[config.mk]
export PLATFORM = sky130hd
export DESIGN_NAME = bitmap_lowest_free_id_allocator_top
export DESIGN_NICKNAME = d
export VERILOG_FILES = /design/src/hw/rtl/bmlfa_pkg.sv /design/src/hw/rtl/bmlfa_store.sv /design/src/hw/rtl/bmlfa_ctrl.sv /design/src/hw/rtl/bitmap_lowest_free_id_allocator_top.sv
export SDC_FILE = /design/constraint.sdc
export NUM_CORES = 1
export LEC_CHECK = 0
export ABC_CLOCK_PERIOD_IN_PS = 11600
export BUFFER_PORTS_ARGS = -buffer_cell sky130_fd_sc_hd__clkbuf_2
export CORE_ASPECT_RATIO = 1.1
export CORE_MARGIN = 4
export CORE_UTILIZATION = 50
export DETAILED_ROUTE_END_ITERATION = 7
export PLACE_DENSITY = 0.77
export SLEW_MARGIN = 25
export SYNTH_ARGS = -nofsm -noshare
export SYNTH_HDL_FRONTEND = slang
export SYNTH_SLANG_ARGS = --single-unit
[constraint.sdc]
create_clock -name i_clk -period 11.6 [get_ports i_clk]
set_clock_uncertainty 0.2 [all_clocks]
set_input_delay 1.74 -clock i_clk [delete_from_list [all_inputs] [get_ports i_clk]]
set_output_delay 1.74 -clock i_clk [all_outputs]
set_load 0.02 [all_outputs]
[src/hw/rtl/bmlfa_pkg.sv]
// Package with the types, sizes and state codes of the lowest free identifier allocator.
package bmlfa_pkg;

    localparam int ID_COUNT   = 1024;
    localparam int ID_W       = 10;
    localparam int ID_SPAN    = 1 << ID_W;
    localparam int ID_LIMIT   = (ID_COUNT < ID_SPAN) ? ID_COUNT : ID_SPAN;
    localparam int WORD_W     = 32;
    localparam int BIT_W      = $clog2(WORD_W);
    localparam int WORD_COUNT = (ID_LIMIT + WORD_W - 1) / WORD_W;
    localparam int WORD_AW    = (WORD_COUNT > 1) ? $clog2(WORD_COUNT) : 1;
    localparam int LAST_WORD  = WORD_COUNT - 1;
    localparam int LAST_BITS  = ID_LIMIT - LAST_WORD * WORD_W;

    localparam logic [WORD_W-1:0] HIGH_MASK =
        ~((WORD_W'(1) << LAST_BITS) - WORD_W'(1));

    localparam logic [ID_W-1:0] FIRST_INDEX_RESET = ID_W'(3);

    localparam logic OP_ALLOC = 1'b0;
    localparam logic OP_FREE  = 1'b1;

    localparam logic ST_OK   = 1'b0;
    localparam logic ST_FAIL = 1'b1;

    typedef struct packed {
        logic            opcode;
        logic [ID_W-1:0] free_index;
    } t_req;

    typedef struct packed {
        logic            status;
        logic [ID_W-1:0] given_index;
    } t_rsp;

    typedef struct packed {
        logic               rd_en;
        logic [WORD_AW-1:0] rd_addr;
        logic               wr_en;
        logic [WORD_AW-1:0] wr_addr;
        logic [WORD_W-1:0]  wr_data;
    } t_mem_req;

    typedef enum logic [1:0] {
        S_IDLE,
        S_FREE_WB,
        S_SCAN,
        S_DONE
    } t_state;

endpackage

[src/hw/rtl/bmlfa_store.sv]
// Bitmap word store with a registered read and per-word valid bits cleared at reset.
module bmlfa_store (
    input  logic                                  i_clk,
    input  logic                                  i_rst_n,
    input  bmlfa_pkg::t_mem_req                   i_req,
    output logic [bmlfa_pkg::WORD_W-1:0]          o_rd_data
);

    logic [bmlfa_pkg::WORD_W-1:0]     r_mem [bmlfa_pkg::WORD_COUNT];
    logic [bmlfa_pkg::WORD_COUNT-1:0] r_valid;
    logic [bmlfa_pkg::WORD_W-1:0]     r_rd_data;
    logic                             r_rd_valid;

    always_ff @(posedge i_clk) begin
        if (i_req.rd_en) begin
            r_rd_data <= r_mem[i_req.rd_addr];
        end
        if (i_req.wr_en) begin
            r_mem[i_req.wr_addr] <= i_req.wr_data;
        end
    end

    always_ff @(posedge i_clk) begin
        if (!i_rst_n) begin
            r_valid    <= '0;
            r_rd_valid <= 1'b0;
        end else begin
            if (i_req.rd_en) begin
                r_rd_valid <= r_valid[i_req.rd_addr];
            end
            if (i_req.wr_en) begin
                r_valid[i_req.wr_addr] <= 1'b1;
            end
        end
    end

    assign o_rd_data = r_rd_valid ? r_rd_data : '0;

endmodule

[src/hw/rtl/bmlfa_ctrl.sv]
// Request sequencer: word scan for allocation, read-modify-write for release, result register.
module bmlfa_ctrl (
    input  logic                              i_clk,
    input  logic                              i_rst_n,
    input  logic                              i_cfg_we,
    input  logic [bmlfa_pkg::ID_W-1:0]        i_cfg_wdata,
    input  logic                              i_in_valid,
    output logic                              o_in_ready,
    input  bmlfa_pkg::t_req                   i_in_data,
    output logic                              o_out_valid,
    input  logic                              i_out_ready,
    output bmlfa_pkg::t_rsp                   o_out_data,
    output bmlfa_pkg::t_mem_req               o_mem_req,
    input  logic [bmlfa_pkg::WORD_W-1:0]      i_rd_data
);

    bmlfa_pkg::t_state                r_state, n_state;
    logic [bmlfa_pkg::ID_W-1:0]       r_first_index, n_first_index;
    logic [bmlfa_pkg::ID_W-1:0]       r_idx, n_idx;
    logic [bmlfa_pkg::WORD_AW-1:0]    r_chk_addr, n_chk_addr;
    bmlfa_pkg::t_rsp                  r_res, n_res;
    logic                             r_out_valid, n_out_valid;
    bmlfa_pkg::t_rsp                  r_out_data, n_out_data;

    logic                             in_fire;
    logic                             free_in_range;
    logic                             first_in_range;
    logic                             chk_is_last;
    logic                             out_slot_free;
    logic                             found;
    logic [bmlfa_pkg::WORD_AW-1:0]    first_word;
    logic [bmlfa_pkg::WORD_AW-1:0]    in_word;
    logic [bmlfa_pkg::WORD_AW-1:0]    idx_word;
    logic [bmlfa_pkg::WORD_W-1:0]     low_mask;
    logic [bmlfa_pkg::WORD_W-1:0]     masked;
    logic [bmlfa_pkg::WORD_W-1:0]     free_bits;
    logic [bmlfa_pkg::WORD_W-1:0]     lowest;
    logic [bmlfa_pkg::BIT_W-1:0]      pos;

    assign o_in_ready     = (r_state == bmlfa_pkg::S_IDLE);
    assign in_fire        = i_in_valid && o_in_ready;
    assign free_in_range  = (32'(i_in_data.free_index) < bmlfa_pkg::ID_COUNT);
    assign first_in_range = (32'(r_first_index) < bmlfa_pkg::ID_LIMIT);
    assign first_word     = r_first_index[bmlfa_pkg::BIT_W +: bmlfa_pkg::WORD_AW];
    assign in_word        = i_in_data.free_index[bmlfa_pkg::BIT_W +: bmlfa_pkg::WORD_AW];
    assign idx_word       = r_idx[bmlfa_pkg::BIT_W +: bmlfa_pkg::WORD_AW];
    assign chk_is_last    = (r_chk_addr == bmlfa_pkg::WORD_AW'(bmlfa_pkg::LAST_WORD));
    assign out_slot_free  = !r_out_valid || i_out_ready;

    assign low_mask  = (bmlfa_pkg::WORD_W'(1) << r_first_index[bmlfa_pkg::BIT_W-1:0])
                       - bmlfa_pkg::WORD_W'(1);
    assign masked    = i_rd_data
                     | ((r_chk_addr == first_word) ? low_mask : '0)
                     | (chk_is_last ? bmlfa_pkg::HIGH_MASK : '0);
    assign free_bits = ~masked;
    assign lowest    = free_bits & (~free_bits + bmlfa_pkg::WORD_W'(1));
    assign found     = |free_bits;

    always_comb begin
        pos = '0;
        for (int i = 0; i < bmlfa_pkg::WORD_W; i++) begin
            if (lowest[i]) begin
                pos = pos | bmlfa_pkg::BIT_W'(i);
            end
        end
    end

    always_comb begin
        n_state = r_state;
        case (r_state)
            bmlfa_pkg::S_IDLE: begin
                if (in_fire) begin
                    if (i_in_data.opcode == bmlfa_pkg::OP_FREE) begin
                        n_state = free_in_range ? bmlfa_pkg::S_FREE_WB : bmlfa_pkg::S_DONE;
                    end else begin
                        n_state = first_in_range ? bmlfa_pkg::S_SCAN : bmlfa_pkg::S_DONE;
                    end
                end
            end
            bmlfa_pkg::S_FREE_WB: begin
                n_state = bmlfa_pkg::S_DONE;
            end
            bmlfa_pkg::S_SCAN: begin
                if (found || chk_is_last) begin
                    n_state = bmlfa_pkg::S_DONE;
                end
            end
            bmlfa_pkg::S_DONE: begin
                if (out_slot_free) begin
                    n_state = bmlfa_pkg::S_IDLE;
                end
            end
            default: begin
                n_state = bmlfa_pkg::S_IDLE;
            end
        endcase
    end

    always_comb begin
        o_mem_req = '0;
        case (r_state)
            bmlfa_pkg::S_IDLE: begin
                if (in_fire) begin
                    if (i_in_data.opcode == bmlfa_pkg::OP_FREE) begin
                        o_mem_req.rd_en   = free_in_range;
                        o_mem_req.rd_addr = in_word;
                    end else begin
                        o_mem_req.rd_en   = first_in_range;
                        o_mem_req.rd_addr = first_word;
                    end
                end
            end
            bmlfa_pkg::S_FREE_WB: begin
                o_mem_req.wr_en   = 1'b1;
                o_mem_req.wr_addr = idx_word;
                o_mem_req.wr_data = i_rd_data
                                  & ~(bmlfa_pkg::WORD_W'(1) << r_idx[bmlfa_pkg::BIT_W-1:0]);
            end
            bmlfa_pkg::S_SCAN: begin
                if (found) begin
                    o_mem_req.wr_en   = 1'b1;
                    o_mem_req.wr_addr = r_chk_addr;
                    o_mem_req.wr_data = i_rd_data | lowest;
                end else if (!chk_is_last) begin
                    o_mem_req.rd_en   = 1'b1;
                    o_mem_req.rd_addr = bmlfa_pkg::WORD_AW'(r_chk_addr + 1'b1);
                end
            end
            default: begin
                o_mem_req = '0;
            end
        endcase
    end

    always_comb begin
        n_first_index = i_cfg_we ? i_cfg_wdata : r_first_index;
        n_idx         = r_idx;
        n_chk_addr    = r_chk_addr;
        n_res         = r_res;
        n_out_valid   = r_out_valid && !i_out_ready;
        n_out_data    = r_out_data;
        case (r_state)
            bmlfa_pkg::S_IDLE: begin
                if (in_fire) begin
                    n_idx      = i_in_data.free_index;
                    n_chk_addr = first_word;
                    n_res      = '{status: bmlfa_pkg::ST_FAIL, given_index: '0};
                end
            end
            bmlfa_pkg::S_FREE_WB: begin
                n_res = '{status: bmlfa_pkg::ST_OK, given_index: '0};
            end
            bmlfa_pkg::S_SCAN: begin
                if (found) begin
                    n_res = '{status: bmlfa_pkg::ST_OK,
                              given_index: bmlfa_pkg::ID_W'({r_chk_addr, pos})};
                end else if (!chk_is_last) begin
                    n_chk_addr = bmlfa_pkg::WORD_AW'(r_chk_addr + 1'b1);
                end
            end
            bmlfa_pkg::S_DONE: begin
                if (out_slot_free) begin
                    n_out_valid = 1'b1;
                    n_out_data  = r_res;
                end
            end
            default: begin
                n_res = r_res;
            end
        endcase
    end

    always_ff @(posedge i_clk) begin
        if (!i_rst_n) begin
            r_state       <= bmlfa_pkg::S_IDLE;
            r_first_index <= bmlfa_pkg::FIRST_INDEX_RESET;
            r_out_valid   <= 1'b0;
        end else begin
            r_state       <= n_state;
            r_first_index <= n_first_index;
            r_out_valid   <= n_out_valid;
        end
    end

    always_ff @(posedge i_clk) begin
        r_idx      <= n_idx;
        r_chk_addr <= n_chk_addr;
        r_res      <= n_res;
        r_out_data <= n_out_data;
    end

    assign o_out_valid = r_out_valid;
    assign o_out_data  = r_out_data;

    a_scan_in_bounds: assert property (@(posedge i_clk) disable iff (!i_rst_n)
        r_state == bmlfa_pkg::S_SCAN
        |-> r_chk_addr <= bmlfa_pkg::WORD_AW'(bmlfa_pkg::LAST_WORD))
        else $error("Scan address beyond the last bitmap word.");

    a_write_when_busy: assert property (@(posedge i_clk) disable iff (!i_rst_n)
        o_mem_req.wr_en
        |-> (r_state == bmlfa_pkg::S_FREE_WB || r_state == bmlfa_pkg::S_SCAN))
        else $error("Bitmap written outside a release or scan.");

    a_accept_leaves_idle: assert property (@(posedge i_clk) disable iff (!i_rst_n)
        in_fire |=> r_state != bmlfa_pkg::S_IDLE)
        else $error("Accepted transfer did not start work.");

    a_no_read_write_clash: assert property (@(posedge i_clk) disable iff (!i_rst_n)
        !(o_mem_req.rd_en && o_mem_req.wr_en))
        else $error("Bitmap read and written in the same cycle.");

endmodule

[src/hw/rtl/bitmap_lowest_free_id_allocator_top.sv]
// Top level of the lowest free identifier allocator.
// The block hands out identifiers from a used/free bitmap held in a word store.
// Requests arrive on a valid/ready input channel: an allocate asks for the lowest
// free identifier at or above first_index, a free releases free_index.
// Each request gives exactly one result transfer on the valid/ready output channel,
// carrying a status and, for a successful allocate, the identifier handed out.
// One request is worked on at a time. A free reads its bitmap word on acceptance
// and writes it back with the bit cleared; an allocate reads one 32-bit word per
// cycle through the store's single read port until it finds a free bit or reaches
// the last word. Out-of-range requests skip the bitmap and fail. The next request
// is accepted in the cycle after the output register is loaded. first_index is
// written through i_cfg_we and i_cfg_wdata; the user must write it only while the
// block is idle, unchecked by the block. Reset marks every identifier free at once
// through per-word valid bits, with no clearing pass, and sets first_index to 3.
// A finished result waits in the output register while the receiver stalls; the
// next request may be accepted meanwhile but its result waits for the register.
module bitmap_lowest_free_id_allocator_top (
    input  logic                          i_clk,
    input  logic                          i_rst_n,
    input  logic                          i_cfg_we,
    input  logic [bmlfa_pkg::ID_W-1:0]    i_cfg_wdata,
    input  logic                          i_in_valid,
    output logic                          o_in_ready,
    input  bmlfa_pkg::t_req               i_in_data,
    output logic                          o_out_valid,
    input  logic                          i_out_ready,
    output bmlfa_pkg::t_rsp               o_out_data
);

    bmlfa_pkg::t_mem_req              mem_req;
    logic [bmlfa_pkg::WORD_W-1:0]     rd_data;

    bmlfa_ctrl u_ctrl (
        .i_clk       (i_clk),
        .i_rst_n     (i_rst_n),
        .i_cfg_we    (i_cfg_we),
        .i_cfg_wdata (i_cfg_wdata),
        .i_in_valid  (i_in_valid),
        .o_in_ready  (o_in_ready),
        .i_in_data   (i_in_data),
        .o_out_valid (o_out_valid),
        .i_out_ready (i_out_ready),
        .o_out_data  (o_out_data),
        .o_mem_req   (mem_req),
        .i_rd_data   (rd_data)
    );

    bmlfa_store u_store (
        .i_clk     (i_clk),
        .i_rst_n   (i_rst_n),
        .i_req     (mem_req),
        .o_rd_data (rd_data)
    );

endmodule

==> results.toml <==
[worst_setup_path]
crit_chain = "nor3_1 -> nand3b_1 -> ha_1 -> nand2b_1 -> nor2_2 -> nor3_1 -> a221o_1 -> nor4b_1 -> nor4b_4 -> nand2_2 -> and2_1 -> buf_4 -> a22o_1 -> or3b_1 -> nor2_4 -> buf_4"
timing.setup.critical_path_class = "register to register"
slowest_delay_ns = 0.95
reg2reg_from = "u_ctrl.r_first_index[4]"
rr_worst_depth = 16
cp.arrival_ns = 7.87
cp.required_ns = 11.72
cp_slowest_cell = "dfxtp_1"
cp-start-kind = "register"
regToRegEndpoint = "u_store.r_mem[1][26]"
regToRegSetupSlack_ns = 3.85
critPathCaptureType = "register"
crit_path_max_fanout = 30

[sta]
rsz0062_at_grt = "false"
fin_ws_ns = 3.85
tns_ns = 0
min_period_ns = 7.75
fin_crit_sh = 0.668
max-slew-margin-rel = 0.281
maxSlewViolCount = 0
tightestPinTransition_ns = 1.08
finalHoldViolCount = 0
hold_ws_ns = 0.218
max_freq_mhz = 129
setup_viol = 0

[detailed_routing]
routedWlPerCell_um = 26.2
routed-via-count = 29082
drtIter0Drc = 3884
avgViaCountPerCell = 6.17
drc = 0
drt-total-wl_um = 123000
antenna_left = 0
drtPass1Iterations = 6

[yosys]
netlist_area_sq_mm = 0.0474
synth_edf_count = 1093
postSynth.asyncResetShare = 0
ys_ff_latch = 1139
syn_area_per_cell_sq_um = 14.2
synthCells = 3344
synth_warnings = 0
ys.flop_type = "edfxtp_1"
ys_seq_area_frac = 0.712
syn-num-nets = 3377
synth.distinct_cells = 74

[clock_tree]
root_buffer = "clkbuf_16"
cts_resized = 0
clkLatencyLatePin_ns = 0.68
hold_buffers = 0
htree_levels = 3
cts_tree = "built"
cts_buffers = 105
clock-sinks = 1139
cts_setup_buffers = 0
clk_path_buf_depth = 3
clkSlewWorstSetupHoldPaths_ns = 0.07

[global_route]
grt_pass1_wl_um = 182000
antenna_found_initial = 2
grt_pass1_vias = 28395
grt_start_max_net_pins = 199
grt_usage = 0.244
grt_overflow = 0

[finish]
area_delta_synth_final_pct = 11.3
drive_gt1_frac = 0.102
final_util = 0.561
final_cell_mix = "edfxtp_1, nand2_1, mux2i_1"
nets = 3398
final_common_cell = "edfxtp_1"

[pwr]
p_total_mw = 9.90
p_leak_nw = 19.8
p_per_area_mw_per_mm2 = 188
ir_drop_mv = 0.129

[die]
initial_utilization = 0.504
dieArea_sq_mm = 0.0997
coreArea_sq_mm = 0.0940
die_height_um = 331
die_width_um = 301
io_pins = 39
num_rows = 118

[job]
drv_cap = 0

[placed_design]
place_hpwl_um = 68400
pre_cts_slack_ns = 4.14
gp_congestion = 0.964
port_buffers = 38

[run_status]
status = "completed"

[worst_hold_path]
min_from = "u_ctrl.r_res[9]"
holdCritPathClass = "register to register"
holdPathStages = 0
holdPathEnd = "u_ctrl.o_out_data[9]"
-- registers in the layout, indices dropped and copies added (netlist names) --
name,flops
u_ctrl.r_state,2
u_ctrl.r_res,11
u_store.r_valid,32
u_ctrl.r_chk_addr,5
u_store.r_rd_data,32
u_store.r_mem,1024
u_ctrl.o_out_data,11
u_ctrl.r_first_index,10
u_ctrl.r_idx,10
u_store.r_rd_valid,1
u_ctrl.o_out_valid,1
-- routing by layer --
metal	up-vias	track usage	wire length, um
met4	2	0.115	6270
met1	14388	0.321	47000
met2	1615	0.399	58800
li1	12711	-	-
met5	-	0	13
met3	366	0.0428	11300
-- power by group --
part,switching (mW),internal [mW],leakage (nW)
clock,1.47,1.81,1.59
sequential,0.146,4.76,9.52
combinational,1.16,0.551,8.64
-- worst max-delay path by stage --
stage | endpoint | startpoint | slack, ns | cells past startpoint
floorplan | u_store.r_mem[12][0] | u_ctrl.r_first_index[4] | 5.55 | 18
global placement | u_store.r_valid[12] | u_ctrl.r_first_index[4] | 4.16 | 17
detailed placement | u_store.r_mem[1][26] | u_ctrl.r_first_index[4] | 4.14 | 16
CTS | u_store.r_mem[1][26] | u_ctrl.r_first_index[4] | 4.11 | 16
global route | u_store.r_mem[1][6] | u_ctrl.r_first_index[4] | 3.64 | 16
finish | u_store.r_mem[1][26] | u_ctrl.r_first_index[4] | 3.85 | 16
-- critical path: cells and delay by family (launching register included) --
family                   cells  cell delay (ns)
flip-flops                   1             0.95
adder cells (fa/ha/maj)      1             0.66
AO/OA/AOI/OAI                2             0.65
AND/OR/NAND/NOR             11             4.19
buffers and inverters        2             0.71
-- metrics by stage --
step	instance area (sq um)	cells
CTS	52700	4713
detailed placement	49500	4518
finish	52700	4714
global route	52700	4713
floorplan	47400	3344
global placement	49300	4514
-- layout make-up --
cell class / instances / area, sq um
diodes: 1 / 2.50
clock buffers: 130 / 2740
fillers: 7072 / 41300
flip-flops and latches: 1139 / 33700
repair buffers: 122 / 943
inverters: 8 / 30.0
well taps: 1260 / 1580
clock inverters: 65 / 505
multi-input cells: 1989 / 13200
-- synth_stat cells, types with 5 or more instances --
cell      instances  share of area
dfxtp_1          46          0.019
nand2b_1         12         0.0016
o211ai_1          9         0.0014
nor4_1            6        0.00079
clkbuf_1        109         0.0086
nand3_1          23         0.0024
mux2i_1         466          0.098
a21boi_0          5        0.00079
nor2_1           88         0.0070
o21a_1           44         0.0070
nor2b_1          19         0.0025
nor3_1           44         0.0046
a211oi_1          5        0.00079
edfxtp_1       1093           0.69
or3_1            12         0.0016
a22oi_1           6        0.00095
and2_1           22         0.0029
inv_1             8        0.00063
a22o_1           37         0.0068
o21ai_0          37         0.0039
buf_1            15         0.0012
nand2_1         624          0.049
a221oi_1          7         0.0013
nand3b_1          7         0.0011
and3_1          133          0.018
nand4_1           7        0.00092
o31ai_1           5        0.00079
ha_1              7         0.0018
a31oi_1         140          0.018
nor2_2           10         0.0013
o22ai_1          71         0.0094
buf_2            81         0.0086
a32oi_1           8         0.0015
a21oi_1          62         0.0065
-- cells by family after synthesis --
kind of cell,count (synthesis),share of synthesized area
flops,1139,0.712
simple gates,1032,0.0989
compound gates,475,0.0672
mux,468,0.0989
buf+inv,216,0.0196
xor+xnor,7,0.00129
fa+ha+maj,7,0.00185
No activity file was read; power rests on OpenSTA's default activity.
